$ cat config.mk
export PLATFORM = sky130hd
export DESIGN_NAME = decimal_text_to_int32
export DESIGN_NICKNAME = d
export VERILOG_FILES = /design/src/rtl/dtti_pkg.sv /design/src/rtl/dtti_front.sv /design/src/rtl/dtti_queue.sv /design/src/rtl/dtti_back.sv /design/src/rtl/decimal_text_to_int32.sv
export SDC_FILE = /design/constraint.sdc
export NUM_CORES = 1
export LEC_CHECK = 0
export BUFFER_PORTS_ARGS = -buffer_cell sky130_fd_sc_hd__buf_2
export CORE_UTILIZATION = 63
export CTS_CLUSTER_DIAMETER = 80
export CTS_CLUSTER_SIZE = 40
export DETAILED_ROUTE_END_ITERATION = 7
export PLACE_DENSITY_LB_ADDON = 0.1
export SLEW_MARGIN = 20
export SYNTH_ARGS = -nofsm -noshare
export SYNTH_HDL_FRONTEND = slang
export SYNTH_SLANG_ARGS = --single-unit
$ cat constraint.sdc
create_clock -name clk_i -period 5.8 [get_ports clk_i]
set_clock_uncertainty 0.2 [all_clocks]
set_input_delay 0.29 -clock clk_i [delete_from_list [all_inputs] [get_ports clk_i]]
set_output_delay 0.29 -clock clk_i [all_outputs]
set_load 0.02 [all_outputs]
$ cat src/rtl/dtti_pkg.sv
`timescale 1ns / 1ps
// ----------------------------------------------------------------------------
// dtti_pkg: shared types and constants for the decimal text parser
// Character codes, character classes, the queue item and the queue port
// bundles used by the front end, the queue and the back end.
// ----------------------------------------------------------------------------
package dtti_pkg;

  // ASCII codes the parser reacts to
  localparam logic [7:0] CHAR_SPACE = 8'h20;
  localparam logic [7:0] CHAR_PLUS  = 8'h2B;
  localparam logic [7:0] CHAR_MINUS = 8'h2D;
  localparam logic [7:0] CHAR_ZERO  = 8'h30;
  localparam logic [7:0] CHAR_NINE  = 8'h39;

  // Result limits
  localparam logic [31:0] RESULT_MIN = 32'h8000_0000;
  localparam logic [31:0] RESULT_MAX = 32'h7FFF_FFFF;

  // Default depth of the queue between front and back end
  localparam int unsigned QUEUE_DEPTH = 2;

  // Character class decided in the front end
  typedef enum logic [2:0] {
    KIND_SPACE = 3'd0,
    KIND_MINUS = 3'd1,
    KIND_PLUS  = 3'd2,
    KIND_DIGIT = 3'd3,
    KIND_OTHER = 3'd4
  } char_kind_e;

  // One classified character
  typedef struct packed {
    char_kind_e  kind;
    logic [3:0]  digit;
    logic        last;
  } item_t;

  // Write side of the queue
  typedef struct packed {
    logic  valid;
    item_t item;
  } queue_wr_t;

  // Read side of the queue
  typedef struct packed {
    logic  valid;
    item_t item;
  } queue_rd_t;

endpackage

$ cat src/rtl/dtti_front.sv
`timescale 1ns / 1ps
// ----------------------------------------------------------------------------
// dtti_front: input beat classifier
// Takes one character beat, sorts it into a character class with its digit
// value, and pushes it into the queue when there is room.
// ----------------------------------------------------------------------------
module dtti_front (
  input  logic                s_valid_i,
  output logic                s_ready_o,
  input  logic [7:0]          char_code_i,
  input  logic                is_last_i,
  input  logic                queue_full_i,
  output dtti_pkg::queue_wr_t wr_o
);

  logic       is_digit;
  logic [7:0] digit_full;

  // Digit range check and value
  assign is_digit   = (char_code_i >= dtti_pkg::CHAR_ZERO) &&
                      (char_code_i <= dtti_pkg::CHAR_NINE);
  assign digit_full = char_code_i - dtti_pkg::CHAR_ZERO;

  // Classify and push
  always_comb begin
    wr_o.valid      = s_valid_i & ~queue_full_i;
    wr_o.item.digit = digit_full[3:0];
    wr_o.item.last  = is_last_i;
    if (char_code_i == dtti_pkg::CHAR_SPACE) begin
      wr_o.item.kind = dtti_pkg::KIND_SPACE;
    end else if (char_code_i == dtti_pkg::CHAR_MINUS) begin
      wr_o.item.kind = dtti_pkg::KIND_MINUS;
    end else if (char_code_i == dtti_pkg::CHAR_PLUS) begin
      wr_o.item.kind = dtti_pkg::KIND_PLUS;
    end else if (is_digit) begin
      wr_o.item.kind = dtti_pkg::KIND_DIGIT;
    end else begin
      wr_o.item.kind = dtti_pkg::KIND_OTHER;
    end
  end

  // Handshake
  assign s_ready_o   = ~queue_full_i;

endmodule

$ cat src/rtl/dtti_queue.sv
`timescale 1ns / 1ps
// ----------------------------------------------------------------------------
// dtti_queue: short FIFO between front and back end
// Register-based ring buffer; push and pop may happen in the same cycle.
// ----------------------------------------------------------------------------
module dtti_queue #(
  parameter int unsigned Depth = dtti_pkg::QUEUE_DEPTH  // at least 2
) (
  input  logic                clk_i,
  input  logic                rst_ni,
  input  dtti_pkg::queue_wr_t wr_i,
  output logic                full_o,
  output dtti_pkg::queue_rd_t rd_o,
  input  logic                pop_i
);

  localparam int unsigned PtrW = $clog2(Depth);
  localparam int unsigned CntW = $clog2(Depth + 1);
  localparam logic [PtrW-1:0] LastPtr = PtrW'(Depth - 1);
  localparam logic [CntW-1:0] FullCnt = CntW'(Depth);

  dtti_pkg::item_t mem_q [Depth];
  logic [PtrW-1:0] wr_ptr_q, wr_ptr_d;
  logic [PtrW-1:0] rd_ptr_q, rd_ptr_d;
  logic [CntW-1:0] count_q, count_d;
  logic            push;
  logic            pop;

  assign full_o     = (count_q == FullCnt);
  assign rd_o.valid = (count_q != '0);
  assign rd_o.item  = mem_q[rd_ptr_q];

  assign push = wr_i.valid & ~full_o;
  assign pop  = pop_i & rd_o.valid;

  // Pointer and count update
  always_comb begin
    wr_ptr_d = wr_ptr_q;
    rd_ptr_d = rd_ptr_q;
    count_d  = count_q;
    if (push) begin
      wr_ptr_d = (wr_ptr_q == LastPtr) ? '0 : wr_ptr_q + 1'b1;
    end
    if (pop) begin
      rd_ptr_d = (rd_ptr_q == LastPtr) ? '0 : rd_ptr_q + 1'b1;
    end
    if (push && !pop) begin
      count_d = count_q + 1'b1;
    end else if (pop && !push) begin
      count_d = count_q - 1'b1;
    end
  end

  always_ff @(posedge clk_i or negedge rst_ni) begin
    if (!rst_ni) begin
      wr_ptr_q <= '0;
      rd_ptr_q <= '0;
      count_q  <= '0;
    end else begin
      wr_ptr_q <= wr_ptr_d;
      rd_ptr_q <= rd_ptr_d;
      count_q  <= count_d;
    end
  end

  // Storage, payload only
  always_ff @(posedge clk_i) begin
    if (push) begin
      mem_q[wr_ptr_q] <= wr_i.item;
    end
  end

endmodule

$ cat src/rtl/dtti_back.sv
`timescale 1ns / 1ps
// ----------------------------------------------------------------------------
// dtti_back: parse state machine and result register
// Pops a classified character per cycle unless stalled, runs the sign/digit FSM
// with a times-ten accumulator, and registers the value on the last character.
// ----------------------------------------------------------------------------
module dtti_back (
  input  logic                clk_i,
  input  logic                rst_ni,
  input  dtti_pkg::queue_rd_t rd_i,
  output logic                pop_o,
  output logic                m_valid_o,
  input  logic                m_ready_i,
  output logic [31:0]         parsed_value_o
);

  typedef enum logic [2:0] {
    PH_SKIP   = 3'b001,
    PH_DIGITS = 3'b010,
    PH_DONE   = 3'b100
  } phase_e;

  phase_e      phase_q, phase_d;
  logic        neg_q, neg_d;
  logic        seen_q, seen_d;
  logic        sat_q, sat_d;
  logic [31:0] nacc_q, nacc_d;   // minus the magnitude
  logic [31:0] mag_q, mag_d;     // magnitude, at most 2^31
  logic        out_valid_q, out_valid_d;
  logic [31:0] out_data_q, out_data_d;

  logic        pop;
  logic        take_digit;
  logic        ovf;
  logic [35:0] nacc_ext;
  logic [35:0] nacc_next;
  logic [35:0] mag_ext;
  logic [35:0] mag_next;
  logic [31:0] final_value;

  // Accept from the queue when the result register can take a beat
  assign pop   = rd_i.valid & (~out_valid_q | m_ready_i);
  assign pop_o = pop;

  // Times ten and add the digit, in both signs
  assign nacc_ext  = {{4{nacc_q[31]}}, nacc_q};
  assign nacc_next = (nacc_ext << 3) + (nacc_ext << 1) - {32'd0, rd_i.item.digit};
  assign mag_ext   = {4'd0, mag_q};
  assign mag_next  = (mag_ext << 3) + (mag_ext << 1) + {32'd0, rd_i.item.digit};
  // Below the 32-bit minimum when the top five bits are not all ones
  assign ovf       = nacc_next[35] & ~(&nacc_next[35:31]);

  // Parse step
  always_comb begin
    phase_d    = phase_q;
    neg_d      = neg_q;
    seen_d     = seen_q;
    sat_d      = sat_q;
    nacc_d     = nacc_q;
    mag_d      = mag_q;
    take_digit = 1'b0;
    unique case (phase_q)
      PH_SKIP: begin
        unique case (rd_i.item.kind)
          dtti_pkg::KIND_SPACE: phase_d = PH_SKIP;
          dtti_pkg::KIND_MINUS: begin
            neg_d   = 1'b1;
            phase_d = PH_DIGITS;
          end
          dtti_pkg::KIND_PLUS:  phase_d = PH_DIGITS;
          dtti_pkg::KIND_DIGIT: take_digit = 1'b1;
          default:              phase_d = PH_DONE;
        endcase
      end
      PH_DIGITS: begin
        if (rd_i.item.kind == dtti_pkg::KIND_DIGIT) begin
          take_digit = 1'b1;
        end else begin
          phase_d = PH_DONE;
        end
      end
      PH_DONE: phase_d = PH_DONE;
      default: phase_d = PH_DONE;
    endcase
    if (take_digit) begin
      seen_d = 1'b1;
      if (ovf) begin
        sat_d   = 1'b1;
        phase_d = PH_DONE;
      end else begin
        nacc_d  = nacc_next[31:0];
        mag_d   = mag_next[31:0];
        phase_d = PH_DIGITS;
      end
    end
  end

  // Value of the string after this character
  always_comb begin
    if (sat_d) begin
      final_value = neg_d ? dtti_pkg::RESULT_MIN : dtti_pkg::RESULT_MAX;
    end else if (!seen_d) begin
      final_value = '0;
    end else if (neg_d) begin
      final_value = nacc_d;
    end else if (mag_d[31]) begin
      final_value = dtti_pkg::RESULT_MAX;
    end else begin
      final_value = mag_d;
    end
  end

  // Result register
  always_comb begin
    out_data_d  = out_data_q;
    out_valid_d = out_valid_q & ~m_ready_i;
    if (pop && rd_i.item.last) begin
      out_valid_d = 1'b1;
      out_data_d  = final_value;
    end
  end

  always_ff @(posedge clk_i or negedge rst_ni) begin
    if (!rst_ni) begin
      phase_q     <= PH_SKIP;
      neg_q       <= 1'b0;
      seen_q      <= 1'b0;
      sat_q       <= 1'b0;
      nacc_q      <= '0;
      mag_q       <= '0;
      out_valid_q <= 1'b0;
    end else begin
      out_valid_q <= out_valid_d;
      if (pop) begin
        if (rd_i.item.last) begin
          // back to the start for the next string
          phase_q <= PH_SKIP;
          neg_q   <= 1'b0;
          seen_q  <= 1'b0;
          sat_q   <= 1'b0;
          nacc_q  <= '0;
          mag_q   <= '0;
        end else begin
          phase_q <= phase_d;
          neg_q   <= neg_d;
          seen_q  <= seen_d;
          sat_q   <= sat_d;
          nacc_q  <= nacc_d;
          mag_q   <= mag_d;
        end
      end
    end
  end

  always_ff @(posedge clk_i) begin
    out_data_q <= out_data_d;
  end

  assign m_valid_o      = out_valid_q;
  assign parsed_value_o = out_data_q;

endmodule

$ cat src/rtl/decimal_text_to_int32.sv
`timescale 1ns / 1ps
// ----------------------------------------------------------------------------
// decimal_text_to_int32: saturating decimal text to signed 32-bit integer
//
//   Channel  Dir  Beat holds                          Beats
//   s_axis   in   one character, tlast on the last    one per character
//   m_axis   out  parsed signed 32-bit value          one per string
//
// One character beat per cycle sustained while no result waits on m_axis_tready;
// m_axis_tvalid rises once a string's last character is taken and has passed
// through the queue and then the result register.
// The times-ten accumulate step in the back end sets the clock path.
// Reset clears the parse state, the queue and the result valid.
// A result waiting on m_axis_tready holds the back end; the queue absorbs up
// to QueueDepth beats before s_axis_tready drops.
// ----------------------------------------------------------------------------
module decimal_text_to_int32 #(
  parameter int unsigned QueueDepth = dtti_pkg::QUEUE_DEPTH  // at least 2
) (
  input  logic        clk_i,
  input  logic        rst_ni,
  input  logic        s_axis_tvalid_i,
  output logic        s_axis_tready_o,
  input  logic [7:0]  s_axis_tdata_i,   // [7:0] char_code
  input  logic        s_axis_tlast_i,   // is_last
  output logic        m_axis_tvalid_o,
  input  logic        m_axis_tready_i,
  output logic [31:0] m_axis_tdata_o    // [31:0] parsed_value
);

  dtti_pkg::queue_wr_t wr;
  dtti_pkg::queue_rd_t rd;
  logic                queue_full;
  logic                pop;

  dtti_front u_front (
    .s_valid_i    (s_axis_tvalid_i),
    .s_ready_o    (s_axis_tready_o),
    .char_code_i  (s_axis_tdata_i),
    .is_last_i    (s_axis_tlast_i),
    .queue_full_i (queue_full),
    .wr_o         (wr)
  );

  dtti_queue #(
    .Depth (QueueDepth)
  ) u_queue (
    .clk_i  (clk_i),
    .rst_ni (rst_ni),
    .wr_i   (wr),
    .full_o (queue_full),
    .rd_o   (rd),
    .pop_i  (pop)
  );

  dtti_back u_back (
    .clk_i          (clk_i),
    .rst_ni         (rst_ni),
    .rd_i           (rd),
    .pop_o          (pop),
    .m_valid_o      (m_axis_tvalid_o),
    .m_ready_i      (m_axis_tready_i),
    .parsed_value_o (m_axis_tdata_o)
  );

endmodule

==> results.md <==
- Final hold violations: 0
- Combinational fraction of design power: 54.3%
- Routed Antenna Nets: 0
- Synth Area in XOR/XNOR: 5.47%
- Worst setup endpoint: u_back.parsed_value_o[24]
- Syn avg cell area: 9.15 sq um
- Antenna Cells: 0
- FF-to-FF path depth: 16
- Largest family of logic cells by synthesized area: compound AO/OA/AOI/OAI gates
- Synth Register Bits: 123
- Final Max Tran Viols: 0
- Outcome: completed
- Iteration count of the initial detailed-routing pass: 5
- Synth warn: 0
- Post-synth ARST share: 61.0%
- R2R Path Start: u_queue.rd_ptr_q
- Maximum VDD drop: 0.000343 V
- Die height: 131 um
- Post-Synth Adder-Cell Area: 15.7%
- Kind of end point of the critical path: flip-flop
- Placed wire-length estimate: 19.5 mm
- Critical Path RT: 5740 ps
- Dpl ws: 475 ps
- Mapped Nets: 1279
- Most frequent cell after synthesis: ha_1
- Worst Max-Slew Pin Slew: 1030 ps
- Wire per inst: 18.5 um
- Number of setup buffers added after CTS: 0
- GRT Total Usage: 31.9%
- Top post-synthesis cells by area: dfrtp_1 18%, ha_1 15%, edfxtp_1 14%
- Compound-Gate Fraction of Synth Area: 21.7%
- Seq/Total Area, Yosys: 31.9%
- Setup ws final: 351 ps
- Leak: 5.58 nW
- Rows: 46
- NumNets Final: 1311
- Synth top cells by count: 124 x ha_1, 122 x nand2_1, 115 x inv_1, 74 x dfrtp_1, 66 x a21oi_1
- CTS tree: yes
- Crit path launch: u_queue.rd_ptr_q
- Crit path max fanout: 18
- DRT Wirelength: 25.8 mm
- Share of layout cells above drive strength 1: 9.72%
- Post_cts resized: 0
- Hold WS: 99.5 ps
- CP max stage cell: dfrtp_1
- Ys flop type: dfrtp_1
- Clock sinks: 123
- Min cycle time layout: 5450 ps
- Clk Latency, worst-skew pair: 420 ps
- CP cell instances: mux2i_1 > ha_1 > ha_1 > fa_1 > a21oi_1 > o21ai_1 > nand3_1 > a21oi_1 > or2_0 > a31oi_4 > a41oi_4 > nor2b_4 > buf_4 > mux2_1 > o221ai_1 > nand2_1
- CP arrival: 5390 ps
- Post-Synthesis Cells: 1138
- Sequential power share: 25.2%
- PortBufs: 46
- Mux share of post-synthesis cell area: 5.98%
- CTS Hold Bufs: 10
- Fmax: 184 MHz
- Vias: 8647
- Worst rel slew slack: 30.9%
- CTS clk-pin slew, worst paths: 60 ps
- Worst R2R End: u_back.parsed_value_o[24]
- Clk pwr share: 20.5%
- Starting Density: 65.1%
- Die Wd: 131 um
- Antenna violations before repair: 0
- P&R area growth vs syn: 9.42%
- P_sw: 0.00240 W
- Netlist Area Pre-Place: 0.0104 sq mm
- Largest net degree at the start of global routing: 76
- First-pass GRT wire length: 41.3 mm
- Vias in the first global route: 8235
- R2r setup slk: 350 ps
- Root Driver: clkbuf_16
- Grt ovf: 0
- Hold/Removal Path Class: in2reg
- Core ar.: 0.0160 sq mm
- EDFF count, synth: 48
- Most area-hungry cell type in the Yosys netlist: dfrtp_1
- Worst Hold Depth: 3
- Setup TNS: 0 ps
- H-tree Lvls: 4
- Final Wtd Congestion: 0.891
- PD cells: 456 mW/mm^2
- Synthesized-area fraction occupied by and/or/nand/nor cells: 12.2%
- CP Launch Type: flip-flop
- Max-cap violations: 0
- Max clock buf depth: 2
- Total die area: 0.0170 sq mm
- Unique masters post-synth: 82
- Setup violators final: 0
- Crit path kind: reg2reg
- IO Count: 47
- CP peak stage delay: 730 ps
- TritonCTS buffer count: 17
- Final period util: 93.9%
- Internal Pwr Total: 0.00279 W
- Post-synth top area share: 17.8%
- RSZ-0062 raised after global routing: no
- Drt initial violations: 702
- # DRC: 0
- Via/cell ratio: 6.18
- Sw frac: 46.2%
-- layout by cell type, fill, tap and decap left out, types with 42 or more instances in the layout --
cell type	n
dfrtp_1	74
o21ai_0	53
mux2i_1	54
ha_1	124
edfxtp_1	48
buf_2	45
xnor2_1	42
inv_1	115
a21oi_1	66
nand2_1	122
nor2_1	49
-- per-stage QoR --
stage	util [%]	instances	instance area [sq um]	power, W
final	71.2	1399	11400	0.00519
after global routing	71.2	1399	11400	0.0104
after CTS	71.2	1399	11400	0.0132
after detailed placement	66.9	1357	10700	0.0121
after global placement	66.9	1357	10700	0.00391
after floorplan	-	1138	10400	0.0112
-- flip-flops by register name, indices dropped and copies added (netlist names) --
register and cells:
u_queue.rd_ptr_q 1, u_back.sat_q 1, u_back.parsed_value_o 32, u_queue.wr_ptr_q 1
u_queue.mem_q 16, u_back.m_valid_o 1, u_back.mag_q 32, u_back.phase_q 3
u_back.nacc_q 32, u_queue.count_q 2, u_back.seen_q 1, u_back.neg_q 1
-- cell type report --
cell class | count | area, sq um
timing repair buffer | 64 | 405
clock inverter | 14 | 160
tap | 216 | 270
multi-input combinational | 848 | 6370
sequential | 123 | 3320
clock buffer | 18 | 429
inverter | 116 | 435
fill | 1263 | 4610
-- cell families after synthesis --
family          Yosys count
mux                      61
xor+xnor                 65
fa+ha+maj               128
buf+inv                 167
simple gates            276
flops                   123
compound gates          318
-- critical path, delay by kind of cell, from the launching register on --
family	cells	cell delay, ps
simple gates	4	1070
flops	1	730
buf+inv	1	390
mux	2	700
fa+ha+maj	3	930
compound gates	6	1140
-- worst min path at each step --
stage                                  from                   to  slack [ps]
after CTS                 s_axis_tdata_i[7]  u_queue.mem_q[0][5]          80
after floorplan                      rst_ni     u_back.m_valid_o        -210
after global routing      s_axis_tdata_i[7]  u_queue.mem_q[1][5]         100
after global placement     u_back.nacc_q[5]     u_back.nacc_q[5]         260
final                     s_axis_tdata_i[7]  u_queue.mem_q[0][5]         100
after detailed placement   u_back.nacc_q[5]     u_back.nacc_q[5]         270
-- layer usage --
layer	wire (um)	GRT usage (%)	vias up	part of all wire, %
li1	-	-	4165	-
met1	10800	39.6	4170	42
met2	13000	56.6	268	51
met3	1290	4.48	44	5.0
met4	678	11.4	0	2.6
met5	0	0	-	0
-- power groups by stage --
stage | Sequential, W | Clock (W) | Combinational, W
floorplan | 0.00156 | 0 | 0.00967
global placement | 0.00132 | 0 | 0.00259
detailed placement | 0.00149 | 0 | 0.0106
CTS | 0.00149 | 0.00106 | 0.0107
global route | 0.00141 | 0.00110 | 0.00787
finish | 0.00131 | 0.00106 | 0.00282
No activity file was read; power rests on OpenSTA's default activity.
